### src/hw/rtl/rtp_pkg.sv
`default_nettype none
package rtp_pkg;

	typedef struct packed {
		logic [7:0] ch;
		logic       last;
	} in_item_t;

	typedef struct packed {
		logic        kind;
		logic [2:0]  tone;
		logic        sharp;
		logic [3:0]  octave;
		logic [5:0]  length;
		logic        dotted;
		logic [15:0] tempo;
		logic [7:0]  note_count;
		logic        ok;
		logic        final_res;
	} out_item_t;

	localparam int CFG_IDX_W = 3;
	localparam int CFG_DATA_W = 16;

	localparam logic [CFG_IDX_W-1:0] CFG_MAX_NOTES      = 3'd0;
	localparam logic [CFG_IDX_W-1:0] CFG_START_LENGTH   = 3'd1;
	localparam logic [CFG_IDX_W-1:0] CFG_START_OCTAVE   = 3'd2;
	localparam logic [CFG_IDX_W-1:0] CFG_START_TEMPO    = 3'd3;
	localparam logic [CFG_IDX_W-1:0] CFG_OCTAVE_FLOOR   = 3'd4;
	localparam logic [CFG_IDX_W-1:0] CFG_OCTAVE_CEILING = 3'd5;

	localparam logic [7:0]  RST_MAX_NOTES      = 8'd255;
	localparam logic [5:0]  RST_START_LENGTH   = 6'd4;
	localparam logic [3:0]  RST_START_OCTAVE   = 4'd4;
	localparam logic [15:0] RST_START_TEMPO    = 16'd63;
	localparam logic [3:0]  RST_OCTAVE_FLOOR   = 4'd4;
	localparam logic [3:0]  RST_OCTAVE_CEILING = 4'd7;

	localparam logic [1:0] SEC_NAME = 2'd0;
	localparam logic [1:0] SEC_DEF  = 2'd1;
	localparam logic [1:0] SEC_BODY = 2'd2;

	localparam logic [2:0] D_KEY      = 3'd0;
	localparam logic [2:0] D_AFTERKEY = 3'd1;
	localparam logic [2:0] D_SKIP     = 3'd2;
	localparam logic [2:0] D_AFTEREQ  = 3'd3;
	localparam logic [2:0] D_NUM      = 3'd4;
	localparam logic [2:0] D_AFTERVAL = 3'd5;

	localparam logic [2:0] N_START   = 3'd0;
	localparam logic [2:0] N_DUR     = 3'd1;
	localparam logic [2:0] N_PRETONE = 3'd2;
	localparam logic [2:0] N_SHARP   = 3'd3;
	localparam logic [2:0] N_MODS    = 3'd4;
	localparam logic [2:0] N_OCT     = 3'd5;
	localparam logic [2:0] N_DONE    = 3'd6;
	localparam logic [2:0] N_BAD     = 3'd7;

	localparam logic [2:0] TONE_PAUSE = 3'd7;
	localparam logic [5:0] LEN_FALLBACK = 6'd4;
	localparam logic [15:0] LEN_MAX_DUR = 16'd32;
	localparam logic [15:0] LEN_MAX_SET = 16'd64;
	localparam logic [15:0] NUM_SAT = 16'hFFFF;

	localparam logic [7:0] CH_NUL   = 8'h00;
	localparam logic [7:0] CH_TAB   = 8'h09;
	localparam logic [7:0] CH_LF    = 8'h0A;
	localparam logic [7:0] CH_CR    = 8'h0D;
	localparam logic [7:0] CH_SP    = 8'h20;
	localparam logic [7:0] CH_HASH  = 8'h23;
	localparam logic [7:0] CH_COMMA = 8'h2C;
	localparam logic [7:0] CH_DOT   = 8'h2E;
	localparam logic [7:0] CH_0     = 8'h30;
	localparam logic [7:0] CH_9     = 8'h39;
	localparam logic [7:0] CH_COLON = 8'h3A;
	localparam logic [7:0] CH_EQ    = 8'h3D;
	localparam logic [7:0] CH_UA    = 8'h41;
	localparam logic [7:0] CH_UZ    = 8'h5A;
	localparam logic [7:0] CH_LA    = 8'h61;
	localparam logic [7:0] CH_LB    = 8'h62;
	localparam logic [7:0] CH_LD    = 8'h64;
	localparam logic [7:0] CH_LG    = 8'h67;
	localparam logic [7:0] CH_LO    = 8'h6F;
	localparam logic [7:0] CH_LP    = 8'h70;
	localparam logic [7:0] CASE_OFS = 8'h20;

	function automatic logic is_ws(input logic [7:0] c);
		return (c == CH_SP) || (c == CH_TAB) || (c == CH_CR) || (c == CH_LF);
	endfunction

	function automatic logic is_digit(input logic [7:0] c);
		return (c >= CH_0) && (c <= CH_9);
	endfunction

	function automatic logic [7:0] to_lower(input logic [7:0] c);
		return ((c >= CH_UA) && (c <= CH_UZ)) ? c + CASE_OFS : c;
	endfunction

	// bit 3 set: not a tone letter
	function automatic logic [3:0] tone_code(input logic [7:0] c);
		logic [7:0] l;
		logic [7:0] d;
		l = to_lower(c);
		d = l - CH_LA;
		if ((l >= CH_LA) && (l <= CH_LG)) return {1'b0, d[2:0]};
		if (l == CH_LP) return {1'b0, TONE_PAUSE};
		return 4'b1000;
	endfunction

	function automatic logic [5:0] norm_len(input logic [15:0] v);
		case (v)
			16'd1, 16'd2, 16'd4, 16'd8, 16'd16, 16'd32: return v[5:0];
			default: return LEN_FALLBACK;
		endcase
	endfunction

	function automatic logic [15:0] acc_digit(input logic [15:0] acc, input logic [7:0] c);
		logic [19:0] v;
		v = ({4'b0, acc} << 3) + ({4'b0, acc} << 1) + {16'b0, c[3:0]};
		return (v > {4'b0, NUM_SAT}) ? NUM_SAT : v[15:0];
	endfunction

	function automatic logic [3:0] clamp_oct(input logic [15:0] v, input logic [3:0] lo,
			input logic [3:0] hi);
		if (v < {12'b0, lo}) return lo;
		if (v > {12'b0, hi}) return hi;
		return v[3:0];
	endfunction

endpackage
`default_nettype wire

### src/hw/rtl/ringtone_text_parser_core.sv
// Latency: a byte's results enter the output queue at its accept edge and, if
// the queue was empty, show on out_data from the next cycle. Throughput: one
// byte per cycle; a byte that closes a note and the string puts two beats into
// the 4-entry output queue, and in_ready drops while under two slots are free.
// Reset: arst_n clears the parser and queue at once and loads config defaults.
`default_nettype none
module ringtone_text_parser_core (
	input  wire logic                          clk,
	input  wire logic                          arst_n,
	input  wire logic                          in_valid,
	output logic                               in_ready,
	input  wire rtp_pkg::in_item_t             in_data,
	output logic                               out_valid,
	input  wire logic                          out_ready,
	output rtp_pkg::out_item_t                 out_data,
	input  wire logic                          cfg_we,
	input  wire logic [rtp_pkg::CFG_IDX_W-1:0] cfg_index,
	input  wire logic [rtp_pkg::CFG_DATA_W-1:0] cfg_data
);
	import rtp_pkg::*;

	logic [7:0]  max_notes_q;
	logic [5:0]  start_length_q;
	logic [3:0]  start_octave_q;
	logic [15:0] start_tempo_q;
	logic [3:0]  oct_floor_q;
	logic [3:0]  oct_ceil_q;

	logic [1:0]  sec_q, sec_d;
	logic [2:0]  sub_q, sub_d;
	logic [7:0]  key_q, key_d;
	logic [15:0] acc_q, acc_d;
	logic [5:0]  dlen_q, dlen_d;
	logic [3:0]  doct_q, doct_d;
	logic [15:0] tempo_q, tempo_d;
	logic [2:0]  tone_q, tone_d;
	logic        sharp_q, sharp_d;
	logic [3:0]  noct_q, noct_d;
	logic [5:0]  nlen_q, nlen_d;
	logic        dot_q, dot_d;
	logic [7:0]  prod_q, prod_d;
	logic        ended_q, ended_d;

	out_item_t   fifo_q [4];
	logic [1:0]  wr_q, rd_q;
	logic [2:0]  cnt_q;

	logic        in_fire, pop;
	logic [1:0]  n_res;
	out_item_t   res0, res1;

	always_ff @(posedge clk or negedge arst_n) begin
		if (!arst_n) begin
			max_notes_q    <= RST_MAX_NOTES;
			start_length_q <= RST_START_LENGTH;
			start_octave_q <= RST_START_OCTAVE;
			start_tempo_q  <= RST_START_TEMPO;
			oct_floor_q    <= RST_OCTAVE_FLOOR;
			oct_ceil_q     <= RST_OCTAVE_CEILING;
		end else if (cfg_we) begin
			unique case (cfg_index)
				CFG_MAX_NOTES:      max_notes_q    <= cfg_data[7:0];
				CFG_START_LENGTH:   start_length_q <= cfg_data[5:0];
				CFG_START_OCTAVE:   start_octave_q <= cfg_data[3:0];
				CFG_START_TEMPO:    start_tempo_q  <= cfg_data;
				CFG_OCTAVE_FLOOR:   oct_floor_q    <= cfg_data[3:0];
				CFG_OCTAVE_CEILING: oct_ceil_q     <= cfg_data[3:0];
				default: ;
			endcase
		end
	end

	function automatic out_item_t make_note(input logic [2:0] sub, input logic [2:0] tone,
			input logic sharp, input logic [3:0] noct, input logic [5:0] nlen,
			input logic dot, input logic [15:0] acc, input logic [3:0] doct,
			input logic [3:0] lo, input logic [3:0] hi);
		out_item_t r;
		logic [3:0] o;
		r = '0;
		o = (sub == N_OCT) ? clamp_oct(acc, lo, hi) : noct;
		r.tone   = tone;
		r.sharp  = (tone == TONE_PAUSE) ? 1'b0 : sharp;
		r.octave = (tone == TONE_PAUSE) ? doct : o;
		r.length = nlen;
		r.dotted = dot;
		return r;
	endfunction

	function automatic logic tok_live(input logic [2:0] sub);
		return (sub >= N_SHARP) && (sub <= N_DONE);
	endfunction

	assign in_ready = (cnt_q <= 3'd2);
	assign in_fire  = in_valid && in_ready;
	assign out_valid = (cnt_q != 3'd0);
	assign out_data  = fifo_q[rd_q];
	assign pop       = out_valid && out_ready;

	always_comb begin
		logic [7:0]  c;
		logic        lst;
		logic [3:0]  tc;
		logic        ws, dig;
		logic [15:0] acc_mac, acc_new;
		logic [2:0]  av_sub;
		logic [7:0]  av_key;
		logic        do_apply, do_mods, begin_tok;
		logic        note_emit, summ, ok;
		out_item_t   note_res, summ_res;

		c   = in_data.ch;
		lst = in_data.last;
		tc  = tone_code(c);
		ws  = is_ws(c);
		dig = is_digit(c);
		acc_mac = acc_digit(acc_q, c);
		acc_new = {12'b0, c[3:0]};
		av_sub  = ws ? D_AFTERVAL : ((c == CH_COMMA) ? D_KEY : D_AFTERKEY);
		av_key  = (ws || (c == CH_COMMA)) ? key_q : to_lower(c);

		sec_d = sec_q; sub_d = sub_q; key_d = key_q; acc_d = acc_q;
		dlen_d = dlen_q; doct_d = doct_q; tempo_d = tempo_q;
		tone_d = tone_q; sharp_d = sharp_q; noct_d = noct_q; nlen_d = nlen_q; dot_d = dot_q;
		prod_d = prod_q; ended_d = ended_q;
		do_apply = 1'b0; do_mods = 1'b0; begin_tok = 1'b0;
		note_emit = 1'b0; summ = 1'b0; ok = 1'b0;
		note_res = '0; summ_res = '0;

		if (in_fire && !ended_q) begin
			if (c != CH_NUL) begin
				unique case (sec_q)
					SEC_NAME: begin
						if (c == CH_COLON) begin
							sec_d   = SEC_DEF;
							sub_d   = D_KEY;
							dlen_d  = norm_len({10'b0, start_length_q});
							doct_d  = start_octave_q;
							tempo_d = start_tempo_q;
						end
					end
					SEC_DEF: begin
						if (c == CH_COLON) begin
							do_apply  = (sub_q == D_NUM);
							sec_d     = SEC_BODY;
							begin_tok = 1'b1;
						end else begin
							case (sub_q)
								D_KEY: begin
									if (!ws) begin
										key_d = to_lower(c);
										sub_d = D_AFTERKEY;
									end
								end
								D_AFTERKEY: begin
									if (!ws) begin
										if (c == CH_EQ) sub_d = D_AFTEREQ;
										else if (c == CH_COMMA) sub_d = D_KEY;
										else sub_d = D_SKIP;
									end
								end
								D_SKIP: begin
									if (c == CH_COMMA) sub_d = D_KEY;
								end
								D_AFTEREQ: begin
									if (dig) begin
										acc_d = acc_new;
										sub_d = D_NUM;
									end else if (!ws) begin
										sub_d = av_sub;
										key_d = av_key;
									end
								end
								D_NUM: begin
									if (dig) begin
										acc_d = acc_mac;
									end else begin
										do_apply = 1'b1;
										sub_d    = av_sub;
										key_d    = av_key;
									end
								end
								default: begin
									if (!ws) begin
										sub_d = av_sub;
										key_d = av_key;
									end
								end
							endcase
						end
					end
					default: begin
						if (c == CH_COMMA) begin
							if (tok_live(sub_q) && (prod_q < max_notes_q)) begin
								note_emit = 1'b1;
								note_res  = make_note(sub_q, tone_q, sharp_q, noct_q, nlen_q,
									dot_q, acc_q, doct_q, oct_floor_q, oct_ceil_q);
								prod_d    = prod_q + 8'd1;
							end
							begin_tok = 1'b1;
						end else begin
							case (sub_q)
								N_START: begin
									if (dig) begin
										acc_d = acc_new;
										sub_d = N_DUR;
									end else if (!ws) begin
										if (!tc[3]) begin
											tone_d = tc[2:0];
											sub_d  = N_SHARP;
										end else begin
											sub_d = N_BAD;
										end
									end
								end
								N_DUR: begin
									if (dig) begin
										acc_d = acc_mac;
									end else begin
										nlen_d = norm_len((acc_q > LEN_MAX_DUR) ? LEN_MAX_DUR : acc_q);
										if (ws) begin
											sub_d = N_PRETONE;
										end else if (!tc[3]) begin
											tone_d = tc[2:0];
											sub_d  = N_SHARP;
										end else begin
											sub_d = N_BAD;
										end
									end
								end
								N_PRETONE: begin
									if (!ws) begin
										if (!tc[3]) begin
											tone_d = tc[2:0];
											sub_d  = N_SHARP;
										end else begin
											sub_d = N_BAD;
										end
									end
								end
								N_SHARP: begin
									if (c == CH_HASH) begin
										sharp_d = 1'b1;
										sub_d   = N_MODS;
									end else begin
										do_mods = 1'b1;
									end
								end
								N_MODS: do_mods = 1'b1;
								N_OCT: begin
									if (dig) begin
										acc_d = acc_mac;
									end else begin
										noct_d  = clamp_oct(acc_q, oct_floor_q, oct_ceil_q);
										do_mods = 1'b1;
									end
								end
								default: ;
							endcase
						end
					end
				endcase
			end

			if (do_apply) begin
				if ((key_q == CH_LD) && (acc_q >= 16'd1) && (acc_q <= LEN_MAX_SET))
					dlen_d = norm_len(acc_q);
				else if ((key_q == CH_LO) && (acc_q >= {12'b0, oct_floor_q})
						&& (acc_q <= {12'b0, oct_ceil_q}))
					doct_d = acc_q[3:0];
				else if ((key_q == CH_LB) && (acc_q != 16'd0))
					tempo_d = acc_q;
			end

			if (do_mods) begin
				if (ws) begin
					sub_d = N_MODS;
				end else if (c == CH_DOT) begin
					dot_d = 1'b1;
					sub_d = N_MODS;
				end else if (dig) begin
					acc_d = acc_new;
					sub_d = N_OCT;
				end else begin
					sub_d = N_DONE;
				end
			end

			if (begin_tok) begin
				sub_d   = N_START;
				tone_d  = 3'd0;
				sharp_d = 1'b0;
				dot_d   = 1'b0;
				noct_d  = doct_d;
				nlen_d  = dlen_d;
			end

			if ((c == CH_NUL) || lst) begin
				if ((sec_d == SEC_BODY) && tok_live(sub_d) && (prod_d < max_notes_q)) begin
					note_emit = 1'b1;
					note_res  = make_note(sub_d, tone_d, sharp_d, noct_d, nlen_d, dot_d,
						acc_d, doct_d, oct_floor_q, oct_ceil_q);
					prod_d    = prod_d + 8'd1;
				end
				ok   = (sec_d == SEC_BODY);
				summ = 1'b1;
				summ_res.kind       = 1'b1;
				summ_res.tempo      = ok ? tempo_d : start_tempo_q;
				summ_res.note_count = prod_d;
				summ_res.ok         = ok;
				summ_res.final_res  = 1'b1;
				ended_d = 1'b1;
			end
		end

		if (in_fire && lst) begin
			sec_d   = SEC_NAME;
			sub_d   = N_START;
			key_d   = 8'd0;
			acc_d   = 16'd0;
			tone_d  = 3'd0;
			sharp_d = 1'b0;
			noct_d  = 4'd0;
			nlen_d  = 6'd0;
			dot_d   = 1'b0;
			prod_d  = 8'd0;
			ended_d = 1'b0;
		end

		n_res = {1'b0, note_emit} + {1'b0, summ};
		res0  = note_emit ? note_res : summ_res;
		res1  = summ_res;
	end

	always_ff @(posedge clk or negedge arst_n) begin
		if (!arst_n) begin
			sec_q   <= SEC_NAME;
			sub_q   <= N_START;
			key_q   <= 8'd0;
			acc_q   <= 16'd0;
			dlen_q  <= RST_START_LENGTH;
			doct_q  <= RST_START_OCTAVE;
			tempo_q <= RST_START_TEMPO;
			tone_q  <= 3'd0;
			sharp_q <= 1'b0;
			noct_q  <= 4'd0;
			nlen_q  <= 6'd0;
			dot_q   <= 1'b0;
			prod_q  <= 8'd0;
			ended_q <= 1'b0;
		end else begin
			sec_q   <= sec_d;
			sub_q   <= sub_d;
			key_q   <= key_d;
			acc_q   <= acc_d;
			dlen_q  <= dlen_d;
			doct_q  <= doct_d;
			tempo_q <= tempo_d;
			tone_q  <= tone_d;
			sharp_q <= sharp_d;
			noct_q  <= noct_d;
			nlen_q  <= nlen_d;
			dot_q   <= dot_d;
			prod_q  <= prod_d;
			ended_q <= ended_d;
		end
	end

	always_ff @(posedge clk) begin
		if (n_res != 2'd0) fifo_q[wr_q] <= res0;
		if (n_res == 2'd2) fifo_q[wr_q + 2'd1] <= res1;
	end

	always_ff @(posedge clk or negedge arst_n) begin
		if (!arst_n) begin
			wr_q  <= 2'd0;
			rd_q  <= 2'd0;
			cnt_q <= 3'd0;
		end else begin
			wr_q  <= wr_q + n_res;
			rd_q  <= rd_q + {1'b0, pop};
			cnt_q <= cnt_q + {1'b0, n_res} - {2'b0, pop};
		end
	end

endmodule
`default_nettype wire

### config.mk
export PLATFORM = sky130hd
export DESIGN_NAME = ringtone_text_parser_core
export DESIGN_NICKNAME = d
export VERILOG_FILES = /design/src/hw/rtl/rtp_pkg.sv /design/src/hw/rtl/ringtone_text_parser_core.sv
export SDC_FILE = /design/constraint.sdc
export NUM_CORES = 1
export LEC_CHECK = 0
export BUFFER_PORTS_ARGS = -buffer_cell sky130_fd_sc_hd__buf_4
export CAP_MARGIN = 10
export CORE_MARGIN = 4
export CORE_UTILIZATION = 45
export DETAILED_ROUTE_END_ITERATION = 10
export SLEW_MARGIN = 10
export SYNTH_ARGS = -nofsm -noshare
export SYNTH_HDL_FRONTEND = slang
export SYNTH_SLANG_ARGS = --single-unit
### constraint.sdc
create_clock -name clk -period 6.3 [get_ports clk]
set_input_delay 1.26 -clock clk [delete_from_list [all_inputs] [get_ports clk]]
set_output_delay 1.26 -clock clk [all_outputs]
set_load 0.01 [all_outputs]
==> metrics.md <==
| Metric | Value |
|---|---|
| Outcome | finished clean |
| TritonCTS clock tree | yes |
| Dpl ws | -0.124 ns |
| Cell row count | 72 |
| Setup TNS | 0 ns |
| Fin crit period | 5.92 ns |
| I/O pin total | 77 |
| Grt total ovfl | 0 |
| DRC | 0 |
| Utilization after layout | 53.3% |
| Clock buffer depth | 3 |
| Post-synthesis register bit count | 292 |
| Placed Area | 19400 sq um |
| Post-Syn Area per Cell | 9.63 sq um |
| Hold_sp | fifo_q[2][32] |
| Synthesized cell area | 17500 sq um |
| Core area | 38600 sq um |
| Antenna viol nets, final | 0 |
| Starting Density | 45.4% |
| Die height | 205 um |
| NumNets Final | 2046 |
| RSZ-0062 raised after global routing | false |
| Min-Delay Path Depth | 2 |
| Crit path from | in_data[4] |
| # diodes | 0 |
| Routability cong. | 0.927 |
| Final setup fails | 0 |
| Worst Tran Pin Value | 1.23 ns |
| PD cells | 291 nW/um^2 |
| Worst clock skew | 0.0187 ns |
| Post-route insts no fill | 2479 |
| Cts repair resizes | 0 |
| FF/Latch Area | 7560 sq um |
| Post-synth top area share | 17.8% |
| DR vias | 15.1k |
| Slew Viols, Final | 0 |
| Post-synth top area cell | edfxtp_1 |
| Largest net degree at the start of global routing | 66 |
| Fin. Hold Viols | 0 |
| Post-synth EDFFs | 104 |
| Die area | 42100 sq um |
| Initial antenna violation count | 0 |
| Vias per cell | 6.07 |
| Design Power | 5.98 mW |
| Post-CTS Hold Buffers | 0 |
| Area of the multi-input gates | 9440 sq um |
| FF-to-FF setup slack | 0.54 ns |
| Ys async rst share | 43.8% |
| Crit path DAT | 6.40 ns |
| Main synth FF type | edfxtp_1 |
| Dominant cells by area after synthesis | edfxtp_1, dfrtp_1, dfxtp_1, ha_1, mux4_2 |
| Final wirelength | 54500 um |
| R2r endpoint | cnt_q[2] |
| Sequential area share after synthesis | 43.2% |
| FILL cells | 3562 |
| Clock-pin slew on the worst setup and hold paths | 0.06 ns |
| Placed instance count | 2415 |
| Clock Latency Late Sink | 0.56 ns |
| Worst r2r src | max_notes_q[5] |
| Worst Path Required | 6.78 ns |
| Pre-Repair DR Iteration Count | 6 |
| Initial drt markers | 1264 |
| Most common cell after layout, fill and taps aside | nand2_1 |
| Gr usage total | 25.7% |
| Post-route cell area | 20500 sq um |
| Hpwl dp | 38000 um |
| Crit path launch type | primary input |
| VDD IR max | 0.162 mV |
| Mapped Nets | 1931 |
| First-pass GRT wire length | 86100 um |
| Leakage | 8.17 nW |
| Fin crit share | 94.0% |
| Drt wl/cell | 22.0 um |
| Hold crit path type | register to register |
| Setup ws final | 0.379 ns |
| Layout cells sized above 1 | 20.8% |
| Clock sinks | 292 |
| Hold Slack | 0.450 ns |
| Max_cap viols | 0 |
| Post-CTS Setup Bufs | 0 |
| Netlist cell types | 92 |
| IO buf count | 76 |
| Setup crit end | fifo_q[3][35] |
| Vias in the first global route | 14.9k |
| Syn Inst Count | 1819 |
| Synthesis Warnings | 0 |
| Die width | 205 um |
| Cells on worst reg2reg path | 24 |
| Root Driver | clkbuf_16 |
| Most frequent cells in the layout | nand2_1, buf_4, nor2_1 |
| Fmax | 169 MHz |
| Path type of the worst setup path | primary input to register |
| Cts bufs inserted | 35 |
| Area Growth Syn to Fin | 17.2% |
| Crit path max fanout | 5 |
| H-tree depth | 2 |
| Slew margin rel. | 17.9% |
| CP endpoint kind | register |
-- registers in the layout, indices dropped and copies added, names as in the netlist, 6 cells and up --
name,flops
start_tempo_q,16
nlen_q,6
prod_q,8
tempo_q,16
acc_q,16
dlen_q,6
key_q,8
max_notes_q,8
start_length_q,6
fifo_q,164
-- how the worst min path moves through the flow --
stage	slack (ns)	endpoint
after floorplan	0.42	fifo_q[2][26]
final	0.45	fifo_q[2][32]
after detailed placement	0.44	fifo_q[2][32]
after global routing	0.49	fifo_q[0][31]
after CTS	0.45	fifo_q[2][32]
after global placement	0.43	fifo_q[2][32]
-- report_power, final --
part	internal (mW)	switching, mW
sequential	2.12	0.203
combinational	0.704	0.962
clock	1.16	0.834
-- Yosys cell counts (7+ instances only) --
master	n
ha_1	76
a31oi_1	12
a2111oi_0	7
nor3_1	83
o21a_1	9
dfxtp_1	60
nor2b_1	9
a211oi_1	12
nor2_1	174
a21oi_1	89
nand3_1	38
nand4_1	19
and2_1	24
o211ai_1	24
xnor2_1	25
nand2b_1	17
o22ai_1	39
and3_1	12
or3_1	11
o31ai_1	14
inv_1	47
a22o_1	31
buf_2	11
clkbuf_1	89
dfstp_2	28
xor2_1	13
dfrtp_1	100
mux2i_1	26
buf_1	11
o21ai_0	157
edfxtp_1	104
mux2_2	39
or4_1	9
nor4_1	16
a21o_1	17
mux4_2	41
nand2_1	191
-- cells by family after synthesis --
| kind of cell | count (synthesis) | synth area share, % |
|---|---|---|
| fa+ha+maj | 79 | 5.77 |
| flops | 292 | 43.2 |
| simple gates | 647 | 17.7 |
| xor+xnor | 38 | 1.90 |
| buf+inv | 162 | 3.66 |
| compound gates | 494 | 18.4 |
| mux | 107 | 9.34 |
-- layout make-up --
cell class	instances	area share, %
Multi-Input combinational cell	1365	46.0
Sequential cell	292	36.8
Timing Repair Buffer	192	7.46
Clock buffer	52	5.08
Tap cell	518	3.16
Inverter	48	0.969
Clock inverter	12	0.530
-- layer usage --
| layer | GRT usage (%) | vias to the layer above | share of wire, % |
|---|---|---|---|
| li1 | - | 7037 | - |
| met1 | 36.9 | 7426 | 45 |
| met2 | 41.1 | 494 | 47 |
| met3 | 3.91 | 101 | 6.2 |
| met4 | 6.75 | 0 | 2.3 |
| met5 | 0 | - | 0 |
-- critical path, cell delays in order --
cell and delay, ns:
buf_4 0.14, fa_1 0.60, fa_1 0.22, a21o_1 0.15, a221oi_1 0.10, or4_1 0.58
a211o_1 0.28, a21oi_1 0.41, nor4b_1 0.11, o21ai_0 0.31, ha_1 0.31, nor2b_1 0.14
o21ai_0 0.14, nand2b_1 0.08, a21oi_1 0.14, a41o_1 0.14, o21a_1 0.21, a21oi_1 0.09
o311ai_0 0.44, buf_4 0.21, a31oi_1 0.14, o21ai_0 0.17
(Power assumes the default switching activity.)
